## src/hw/rtl/ffba_pkg.sv

```systemverilog
// Shared types and constants for the first-fit block allocator.
package ffba_pkg;

   // Fixed field widths
   localparam int ADDR_W = 32;
   localparam int SIZE_W = 24;

   // Reset value of the heap limit register
   localparam logic [ADDR_W-1:0] HEAP_LIMIT_RESET = 32'd1048576;

   // Operation codes
   localparam logic MODE_ALLOC = 1'b0;
   localparam logic MODE_FREE  = 1'b1;

   // Response status codes
   localparam logic [1:0] STATUS_OK      = 2'd0;
   localparam logic [1:0] STATUS_ZERO    = 2'd1;
   localparam logic [1:0] STATUS_NOMEM   = 2'd2;
   localparam logic [1:0] STATUS_UNKNOWN = 2'd3;

   // Controller states
   typedef enum logic [1:0] {
      ST_IDLE,
      ST_SCAN,
      ST_FINISH
   } ffba_state_type;

   // One block table entry
   typedef struct packed {
      logic [ADDR_W-1:0] base;
      logic [SIZE_W-1:0] size;
      logic              free;
   } ffba_entry_type;

   // Controller to datapath commands
   typedef struct packed {
      logic accept;
      logic scan;
      logic finish;
   } ffba_cmd_type;

   // Datapath to controller status
   typedef struct packed {
      logic scan_done;
      logic out_free;
   } ffba_stat_type;

endpackage

```

## src/hw/rtl/ffba_ctrl.sv

```systemverilog
// Controller state machine for the first-fit block allocator.
module ffba_ctrl (
   input  logic                   clock,
   input  logic                   reset,
   input  logic                   req_valid,
   output logic                   req_stall,
   input  ffba_pkg::ffba_stat_type stat_i,
   output ffba_pkg::ffba_cmd_type  cmd_o
);
   import ffba_pkg::*;

   ffba_state_type state_ff, state_in;

   // Next state
   always_comb begin
      state_in = state_ff;
      case (state_ff)
         ST_IDLE: begin
            if (req_valid) state_in = ST_SCAN;
         end
         ST_SCAN: begin
            if (stat_i.scan_done) state_in = ST_FINISH;
         end
         ST_FINISH: begin
            if (stat_i.out_free) state_in = ST_IDLE;
         end
         default: state_in = ST_IDLE;
      endcase
   end

   // Outputs
   always_comb begin
      req_stall    = 1'b1;
      cmd_o        = '0;
      case (state_ff)
         ST_IDLE: begin
            req_stall    = 1'b0;
            cmd_o.accept = req_valid;
         end
         ST_SCAN: begin
            cmd_o.scan = 1'b1;
         end
         ST_FINISH: begin
            cmd_o.finish = stat_i.out_free;
         end
         default: begin
            req_stall = 1'b1;
         end
      endcase
   end

   always_ff @(posedge clock) begin
      if (reset) begin
         state_ff <= ST_IDLE;
      end else begin
         state_ff <= state_in;
      end
   end

   // A finished word always returns the controller to idle
   a_finish_to_idle: assert property (@(posedge clock) disable iff (reset)
      (state_ff == ST_FINISH && stat_i.out_free) |=> state_ff == ST_IDLE)
      else $error("controller did not return to idle after finish");

endmodule

```

## src/hw/rtl/ffba_dp.sv

```systemverilog
// Datapath of the first-fit block allocator: block table, scan pipeline, result register.
module ffba_dp #(
   parameter int MAX_BLOCKS   = 64,
   parameter int HEADER_BYTES = 24
) (
   input  logic                          clock,
   input  logic                          reset,
   input  ffba_pkg::ffba_cmd_type        cmd_i,
   output ffba_pkg::ffba_stat_type       stat_o,
   input  logic                          req_mode,
   input  logic [ffba_pkg::SIZE_W-1:0]   req_request_size,
   input  logic [ffba_pkg::ADDR_W-1:0]   req_free_address,
   input  logic                          csr_write_en,
   input  logic [ffba_pkg::ADDR_W-1:0]   csr_write_data,
   output logic                          rsp_valid,
   input  logic                          rsp_stall,
   output logic [ffba_pkg::ADDR_W-1:0]   rsp_data_address,
   output logic [1:0]                    rsp_status
);
   import ffba_pkg::*;

   localparam int CNT_W = $clog2(MAX_BLOCKS + 1);
   localparam int IDX_W = (MAX_BLOCKS > 1) ? $clog2(MAX_BLOCKS) : 1;
   localparam logic [CNT_W-1:0]  MAX_CNT = CNT_W'(MAX_BLOCKS);
   localparam logic [ADDR_W:0]   HDR_EXT = (ADDR_W + 1)'(HEADER_BYTES);
   localparam logic [ADDR_W+1:0] HDR_END = (ADDR_W + 2)'(HEADER_BYTES);

   // Block table
   ffba_entry_type mem [MAX_BLOCKS];

   // Latched request
   logic              mode_ff, mode_in;
   logic [SIZE_W-1:0] size_ff, size_in;
   logic [ADDR_W-1:0] addr_ff, addr_in;

   // Scan pipeline
   logic [CNT_W-1:0]  scan_idx_ff, scan_idx_in;
   logic              rd_valid_ff, rd_valid_in;
   logic [IDX_W-1:0]  rd_idx_ff, rd_idx_in;
   ffba_entry_type    rd_data_ff;
   logic              hit_ff, hit_in;
   logic [IDX_W-1:0]  hit_idx_ff, hit_idx_in;
   ffba_entry_type    hit_entry_ff, hit_entry_in;

   // Allocator state and configuration
   logic [CNT_W-1:0]  count_ff, count_in;
   logic [ADDR_W-1:0] top_ff, top_in;
   logic [ADDR_W-1:0] limit_ff, limit_in;

   // Result register
   logic              rsp_valid_ff, rsp_valid_in;
   logic [ADDR_W-1:0] rsp_addr_ff, rsp_addr_in;
   logic [1:0]        rsp_status_ff, rsp_status_in;

   // Table write port
   logic              wr_en;
   logic [IDX_W-1:0]  wr_idx;
   ffba_entry_type    wr_entry;

   logic              issue;
   logic              zero_req;
   logic              match;
   logic [ADDR_W+1:0] end_sum;

   assign zero_req = (mode_ff == MODE_ALLOC) ? (size_ff == '0) : (addr_ff == '0);
   assign issue    = cmd_i.scan && (scan_idx_ff < count_ff);
   assign end_sum  = {2'b00, top_ff} + HDR_END + (ADDR_W + 2)'(size_ff);

   // Entry check on the registered read word
   always_comb begin
      if (mode_ff == MODE_ALLOC) begin
         match = rd_data_ff.free && (rd_data_ff.size >= size_ff);
      end else begin
         match = ({1'b0, rd_data_ff.base} + HDR_EXT) == {1'b0, addr_ff};
      end
   end

   assign stat_o.scan_done = zero_req || (rd_valid_ff && match) ||
                             (!rd_valid_ff && (scan_idx_ff >= count_ff));
   assign stat_o.out_free  = !rsp_valid_ff || !rsp_stall;

   // Request capture and scan sequencing
   always_comb begin
      mode_in      = mode_ff;
      size_in      = size_ff;
      addr_in      = addr_ff;
      scan_idx_in  = scan_idx_ff;
      rd_valid_in  = issue;
      rd_idx_in    = scan_idx_ff[IDX_W-1:0];
      hit_in       = hit_ff;
      hit_idx_in   = hit_idx_ff;
      hit_entry_in = hit_entry_ff;
      if (cmd_i.accept) begin
         mode_in     = req_mode;
         size_in     = req_request_size;
         addr_in     = req_free_address;
         scan_idx_in = '0;
         rd_valid_in = 1'b0;
         hit_in      = 1'b0;
      end else if (cmd_i.scan) begin
         if (issue) scan_idx_in = scan_idx_ff + 1'b1;
         if (rd_valid_ff && match && !zero_req && !hit_ff) begin
            hit_in       = 1'b1;
            hit_idx_in   = rd_idx_ff;
            hit_entry_in = rd_data_ff;
         end
      end
   end

   // Result and table update
   always_comb begin
      count_in      = count_ff;
      top_in        = top_ff;
      limit_in      = csr_write_en ? csr_write_data : limit_ff;
      rsp_valid_in  = rsp_valid_ff && rsp_stall;
      rsp_addr_in   = rsp_addr_ff;
      rsp_status_in = rsp_status_ff;
      wr_en         = 1'b0;
      wr_idx        = hit_idx_ff;
      wr_entry      = hit_entry_ff;
      if (cmd_i.finish) begin
         rsp_valid_in  = 1'b1;
         rsp_addr_in   = '0;
         rsp_status_in = STATUS_OK;
         if (mode_ff == MODE_ALLOC) begin
            if (zero_req) begin
               rsp_status_in = STATUS_ZERO;
            end else if (hit_ff) begin
               wr_en         = 1'b1;
               wr_entry.free = 1'b0;
               rsp_addr_in   = hit_entry_ff.base + HDR_EXT[ADDR_W-1:0];
            end else if ((count_ff >= MAX_CNT) ||
                         (end_sum > {2'b00, limit_ff})) begin
               rsp_status_in = STATUS_NOMEM;
            end else begin
               wr_en          = 1'b1;
               wr_idx         = count_ff[IDX_W-1:0];
               wr_entry.base  = top_ff;
               wr_entry.size  = size_ff;
               wr_entry.free  = 1'b0;
               count_in       = count_ff + 1'b1;
               top_in         = end_sum[ADDR_W-1:0];
               rsp_addr_in    = top_ff + HDR_EXT[ADDR_W-1:0];
            end
         end else begin
            if (!zero_req) begin
               if (hit_ff) begin
                  wr_en         = 1'b1;
                  wr_entry.free = 1'b1;
               end else begin
                  rsp_status_in = STATUS_UNKNOWN;
               end
            end
         end
      end
   end

   // Block table memory with registered read
   always_ff @(posedge clock) begin
      if (wr_en) mem[wr_idx] <= wr_entry;
      rd_data_ff <= mem[scan_idx_ff[IDX_W-1:0]];
   end

   // Payload registers
   always_ff @(posedge clock) begin
      mode_ff      <= mode_in;
      size_ff      <= size_in;
      addr_ff      <= addr_in;
      rd_idx_ff    <= rd_idx_in;
      hit_idx_ff   <= hit_idx_in;
      hit_entry_ff <= hit_entry_in;
      rsp_addr_ff  <= rsp_addr_in;
      rsp_status_ff <= rsp_status_in;
   end

   // Control registers
   always_ff @(posedge clock) begin
      if (reset) begin
         scan_idx_ff  <= '0;
         rd_valid_ff  <= 1'b0;
         hit_ff       <= 1'b0;
         count_ff     <= '0;
         top_ff       <= '0;
         limit_ff     <= HEAP_LIMIT_RESET;
         rsp_valid_ff <= 1'b0;
      end else begin
         scan_idx_ff  <= scan_idx_in;
         rd_valid_ff  <= rd_valid_in;
         hit_ff       <= hit_in;
         count_ff     <= count_in;
         top_ff       <= top_in;
         limit_ff     <= limit_in;
         rsp_valid_ff <= rsp_valid_in;
      end
   end

   assign rsp_valid        = rsp_valid_ff;
   assign rsp_data_address = rsp_addr_ff;
   assign rsp_status       = rsp_status_ff;

   // Table fill never passes its capacity
   a_count_bound: assert property (@(posedge clock) disable iff (reset)
      count_ff <= MAX_CNT)
      else $error("block count beyond table capacity");

   // A new word is never loaded over one still stalled
   a_no_overwrite: assert property (@(posedge clock) disable iff (reset)
      cmd_i.finish |-> (!rsp_valid_ff || !rsp_stall))
      else $error("result register overwritten while stalled");

   // Heap top only grows
   a_top_grows: assert property (@(posedge clock) disable iff (reset)
      1'b1 |=> top_ff >= $past(top_ff))
      else $error("heap top moved backward");

endmodule

```

## src/hw/rtl/first_fit_block_allocator_top.sv

```systemverilog
// From accept to rsp_valid, the scan reads table entries in order and the finish state loads the result;
// a hit, a zero-size word or a null free exits early. A stalled result adds its stall time.
// The single-port block table read, one entry per cycle, sets the scan time.
// A new request word is taken while a finished result still waits on rsp_stall.
// Reset (synchronous, active high) empties the table, zeroes heap top, sets heap limit to 1 MiB.
module first_fit_block_allocator_top #(
   parameter int MAX_BLOCKS   = 64,
   parameter int HEADER_BYTES = 24
) (
   input  logic                        clock,
   input  logic                        reset,
   input  logic                        req_valid,
   output logic                        req_stall,
   input  logic                        req_mode,
   input  logic [ffba_pkg::SIZE_W-1:0] req_request_size,
   input  logic [ffba_pkg::ADDR_W-1:0] req_free_address,
   output logic                        rsp_valid,
   input  logic                        rsp_stall,
   output logic [ffba_pkg::ADDR_W-1:0] rsp_data_address,
   output logic [1:0]                  rsp_status,
   input  logic                        csr_write_en,
   input  logic [ffba_pkg::ADDR_W-1:0] csr_write_data
);
   import ffba_pkg::*;

   ffba_cmd_type  cmd;
   ffba_stat_type stat;

   // Sequencer
   ffba_ctrl u_ctrl (
      .clock     (clock),
      .reset     (reset),
      .req_valid (req_valid),
      .req_stall (req_stall),
      .stat_i    (stat),
      .cmd_o     (cmd)
   );

   // Table and result datapath
   ffba_dp #(
      .MAX_BLOCKS   (MAX_BLOCKS),
      .HEADER_BYTES (HEADER_BYTES)
   ) u_dp (
      .clock            (clock),
      .reset            (reset),
      .cmd_i            (cmd),
      .stat_o           (stat),
      .req_mode         (req_mode),
      .req_request_size (req_request_size),
      .req_free_address (req_free_address),
      .csr_write_en     (csr_write_en),
      .csr_write_data   (csr_write_data),
      .rsp_valid        (rsp_valid),
      .rsp_stall        (rsp_stall),
      .rsp_data_address (rsp_data_address),
      .rsp_status       (rsp_status)
   );

endmodule

```

## config.mk

```make
export PLATFORM = sky130hd
export DESIGN_NAME = first_fit_block_allocator_top
export DESIGN_NICKNAME = d
export VERILOG_FILES = /design/src/hw/rtl/ffba_pkg.sv /design/src/hw/rtl/ffba_ctrl.sv /design/src/hw/rtl/ffba_dp.sv /design/src/hw/rtl/first_fit_block_allocator_top.sv
export SDC_FILE = /design/constraint.sdc
export NUM_CORES = 2
export LEC_CHECK = 0
export ABC_CLOCK_PERIOD_IN_PS = 22100
export BUFFER_PORTS_ARGS = -buffer_cell sky130_fd_sc_hd__buf_2
export CAP_MARGIN = 10
export CORE_MARGIN = 4
export CORE_UTILIZATION = 35
export DETAILED_ROUTE_END_ITERATION = 8
export SYNTH_ARGS = -nofsm -noshare
export SYNTH_HDL_FRONTEND = slang
export SYNTH_SLANG_ARGS = --single-unit
```

## constraint.sdc

```tcl
create_clock -name clock -period 22.1 [get_ports clock]
set_clock_uncertainty 0.15 [all_clocks]
set_input_delay 2.21 -clock clock [delete_from_list [all_inputs] [get_ports clock]]
set_output_delay 2.21 -clock clock [all_outputs]
set_load 0.05 [all_outputs]
```

==> run summary <==
Routability Congestion - 0.8613
Vias per cell - 5.700
H-tree lvl count - 5
Post-Syn Nets - 6976
First drt pass iteration count - 6
FF-to-FF path depth - 24
Minimum clock period - 9444 ps
CORE AREA - 437800 um^2
Cell Count, Final, Fillers Out - 13350
CP Class - reg -> reg
CP arrival - 9820 ps
Crit Path Max Fanout - 36
Hold Startpoint - u_dp.rd_idx_ff[1]$_DFF_P_
Total of max-cap violations - 0
Main synth FF type - edfxtp_1
Post-DP HPWL - 254.9 mm
Placed cell count - 12580
Total power draw - 15.04 mW
Syn avg cell area - 22.64 um^2
I/O pins - 130
CTS tree - done
Status - complete, no violations
Vias in the first global route - 74770
Post-layout instance area - 176800 um^2
Fmax - 0.1059 GHz
Routed WL - 436.4 mm
Grt total ovfl - 0
Synth Instances - 6788
Sequential-to-total area share from yosys stat - 76.19%
Crit start category - flop
Post-synth EDFFs - 3802
Die height - 670.7 um
Worst IR Drop VDD - 68.55 uV
Hold buffers post-CTS - 0
Flops & latches, synth - 3948
RSZ-0062 raised after global routing - no
DRC viols - 0
Ys Warns - 0
Iter 0 DRT Violations - 10720
Clk buf depth - 4
Crit. End Element - flop
Initial antenna violation count - 54
Starting density of the core - 35.10%
CP required - 22470 ps
Count of final hold-check violations - 0
Slew HR - 16.36%
Layout cells sized above 1 - 30.52%
Most frequent cells in the layout - edfxtp_1 (3802), mux4_2 (1197), clkbuf_16 (400)
Area Overhead vs Synth - 15.03%
Setup crit start - u_dp.top_ff[7]$_SDFFE_PP0P_
CTS Sinks - 3948
Least-Margin Pin Slew - 1255 ps
Worst hold slack - 259.0 ps
FF+latch area - 117100 um^2
Worst-path clk slew - 60 ps
Cell variety after synth - 85
Routed vias - 76100
Final Net Count - 7412
Fillers - 37970
Clk root buf - clkbuf_16
Dpl cell area - 163600 um^2
Antenna viol nets, final - 0
Max-slew violation count - 0
GRT Total Usage - 19.00%
Wire length per cell - 32.69 um
Die ar. - 449800 um^2
Setup Viol. Count Final - 0
Num CTS Buffers - 395
Final TNS setup - 0 ps
Multi-input logic area - 36360 um^2
Cell Pwr Density - 85.08 nW/um^2
Async S/R FF share, synth - 0%
Worst r2r src - u_dp.top_ff[7]$_SDFFE_PP0P_
First-pass GRT wire length - 607.2 mm
Mapped cell area - 153700 um^2
PortBufs - 129
Largest net degree at the start of global routing - 119
Die Width - 670.7 um
Post-CTS Setup Bufs - 0
Clock latency on the worst-skew pair - 970 ps
Final worst path period share - 42.73%
Site row count - 243
Leading cell type in the layout, fill and taps excluded - edfxtp_1
WHS Path Cells - 0
HP Class - reg -> reg
Post-CTS Resized - 0
Leakage - 52.94 nW
-- cell families after synthesis --
kind of cell,share of synthesized area (%)
simple gates,1.898
xor+xnor,0.7237
compound gates,1.478
mux,17.78
flops,76.19
buf+inv,1.163
fa+ha+maj,0.7701
-- registers in the layout (all words and copies together), names as in the netlist, 2 cells and up --
name and count:
u_dp.limit_ff 32, u_dp.top_ff 32, u_dp.mem 3648, u_dp.rsp_status 2, u_dp.hit_entry_ff 57, u_dp.count_ff 7, u_dp.hit_idx_ff 6, u_dp.size_ff 24
u_dp.rsp_data_address 32, u_dp.rd_idx_ff 6, u_dp.rd_data_ff 57, u_ctrl.state_ff 2, u_dp.scan_idx_ff 7, u_dp.addr_ff 32
-- synthesized netlist by cell type (all sizes together) (4+ instances only) --
| cell type | number | area, um^2 |
|---|---|---|
| or2 | 6 | 37.54 |
| nor3b | 5 | 37.54 |
| xnor2 | 69 | 604.3 |
| nor2b | 17 | 106.4 |
| or3 | 9 | 56.30 |
| inv | 94 | 352.8 |
| nor2 | 121 | 456.7 |
| o21bai | 4 | 30.03 |
| and3 | 17 | 106.4 |
| a31oi | 7 | 43.79 |
| o21ai | 67 | 354.1 |
| o211ai | 11 | 87.58 |
| and2 | 6 | 37.54 |
| clkbuf | 220 | 827.0 |
| edfxtp | 3802 | 114200 |
| and4 | 12 | 105.1 |
| xor2 | 58 | 508.0 |
| a21oi | 79 | 399.1 |
| nand3 | 51 | 265.3 |
| o31ai | 4 | 30.03 |
| nand3b | 6 | 45.04 |
| a21o | 20 | 150.1 |
| nand4b | 6 | 52.55 |
| o32ai | 45 | 394.1 |
| ha | 93 | 1164 |
| nor3 | 14 | 80.08 |
| nand2 | 266 | 1001 |
| nand4 | 37 | 259.0 |
| mux2i | 34 | 340.3 |
| a211oi | 10 | 80.07 |
| nor4 | 21 | 131.4 |
| nand2b | 9 | 56.30 |
| o22ai | 54 | 337.8 |
| mux4 | 1197 | 26960 |
| buf | 119 | 603.1 |
| dfxtp | 146 | 2923 |
| o21a | 7 | 52.55 |
-- power breakdown --
group	internal [mW]	total, mW	switching [mW]
Sequential	8.12	8.14	0.0186
Combinational	0.0509	0.174	0.123
Clock	3.86	6.73	2.86
Total	12.0	15.0	3.01
-- worst paths after layout --
check / end / slack, ps
max: u_dp.mem[63][34]$_DFFE_PP_ / 12660
min: u_dp.hit_idx_ff[1]$_DFFE_PP_ / 260
max reg2reg: u_dp.mem[63][34]$_DFFE_PP_ / 12660
min reg2reg: u_dp.hit_idx_ff[1]$_DFFE_PP_ / 260
-- per-stage QoR --
| step | setup slack (ps) | utilization, % |
|---|---|---|
| after floorplan | 12220 | - |
| after global placement | 12800 | 37.35 |
| after detailed placement | 12770 | 37.36 |
| after CTS | 12690 | 40.33 |
| after global routing | 12240 | 40.36 |
| final | 12660 | 40.38 |
-- critical path, stage by stage, from the launching register on --
cell      delay (ps)
dfxtp_1          440
nand4_2          230
nor3_1           610
and3_1           270
xor2_1           310
ha_1             390
a21o_1           230
a21oi_1          250
o21a_1           180
o221ai_1         120
a31oi_1          420
nand3b_1         250
mux2_4           350
xor2_1           150
ha_1             330
a211oi_1         240
o211ai_1         150
a21oi_1          170
a211o_1          300
nand3_4          620
or3_1            590
buf_4            230
o22ai_4          820
buf_4            490
buf_4            630
-- metal layers --
metal	GRT usage, %	vias up	routed length [um]
met4	5.378	14	13340
met5	0	-	88
met2	29.16	4187	200900
met1	27.25	41450	176400
met3	4.303	647	45640
li1	-	29810	-
-- final cells by class --
cell class	count	share of cell area, %
clock inverters	226	1.348
well taps	5757	4.074
clock buffers	510	6.009
flip-flops and latches	3948	66.24
diodes	31	0.04388
repair buffers	378	1.515
inverters	95	0.2017
multi-input cells	2406	20.56
Power figures use the tool's default switching activity.
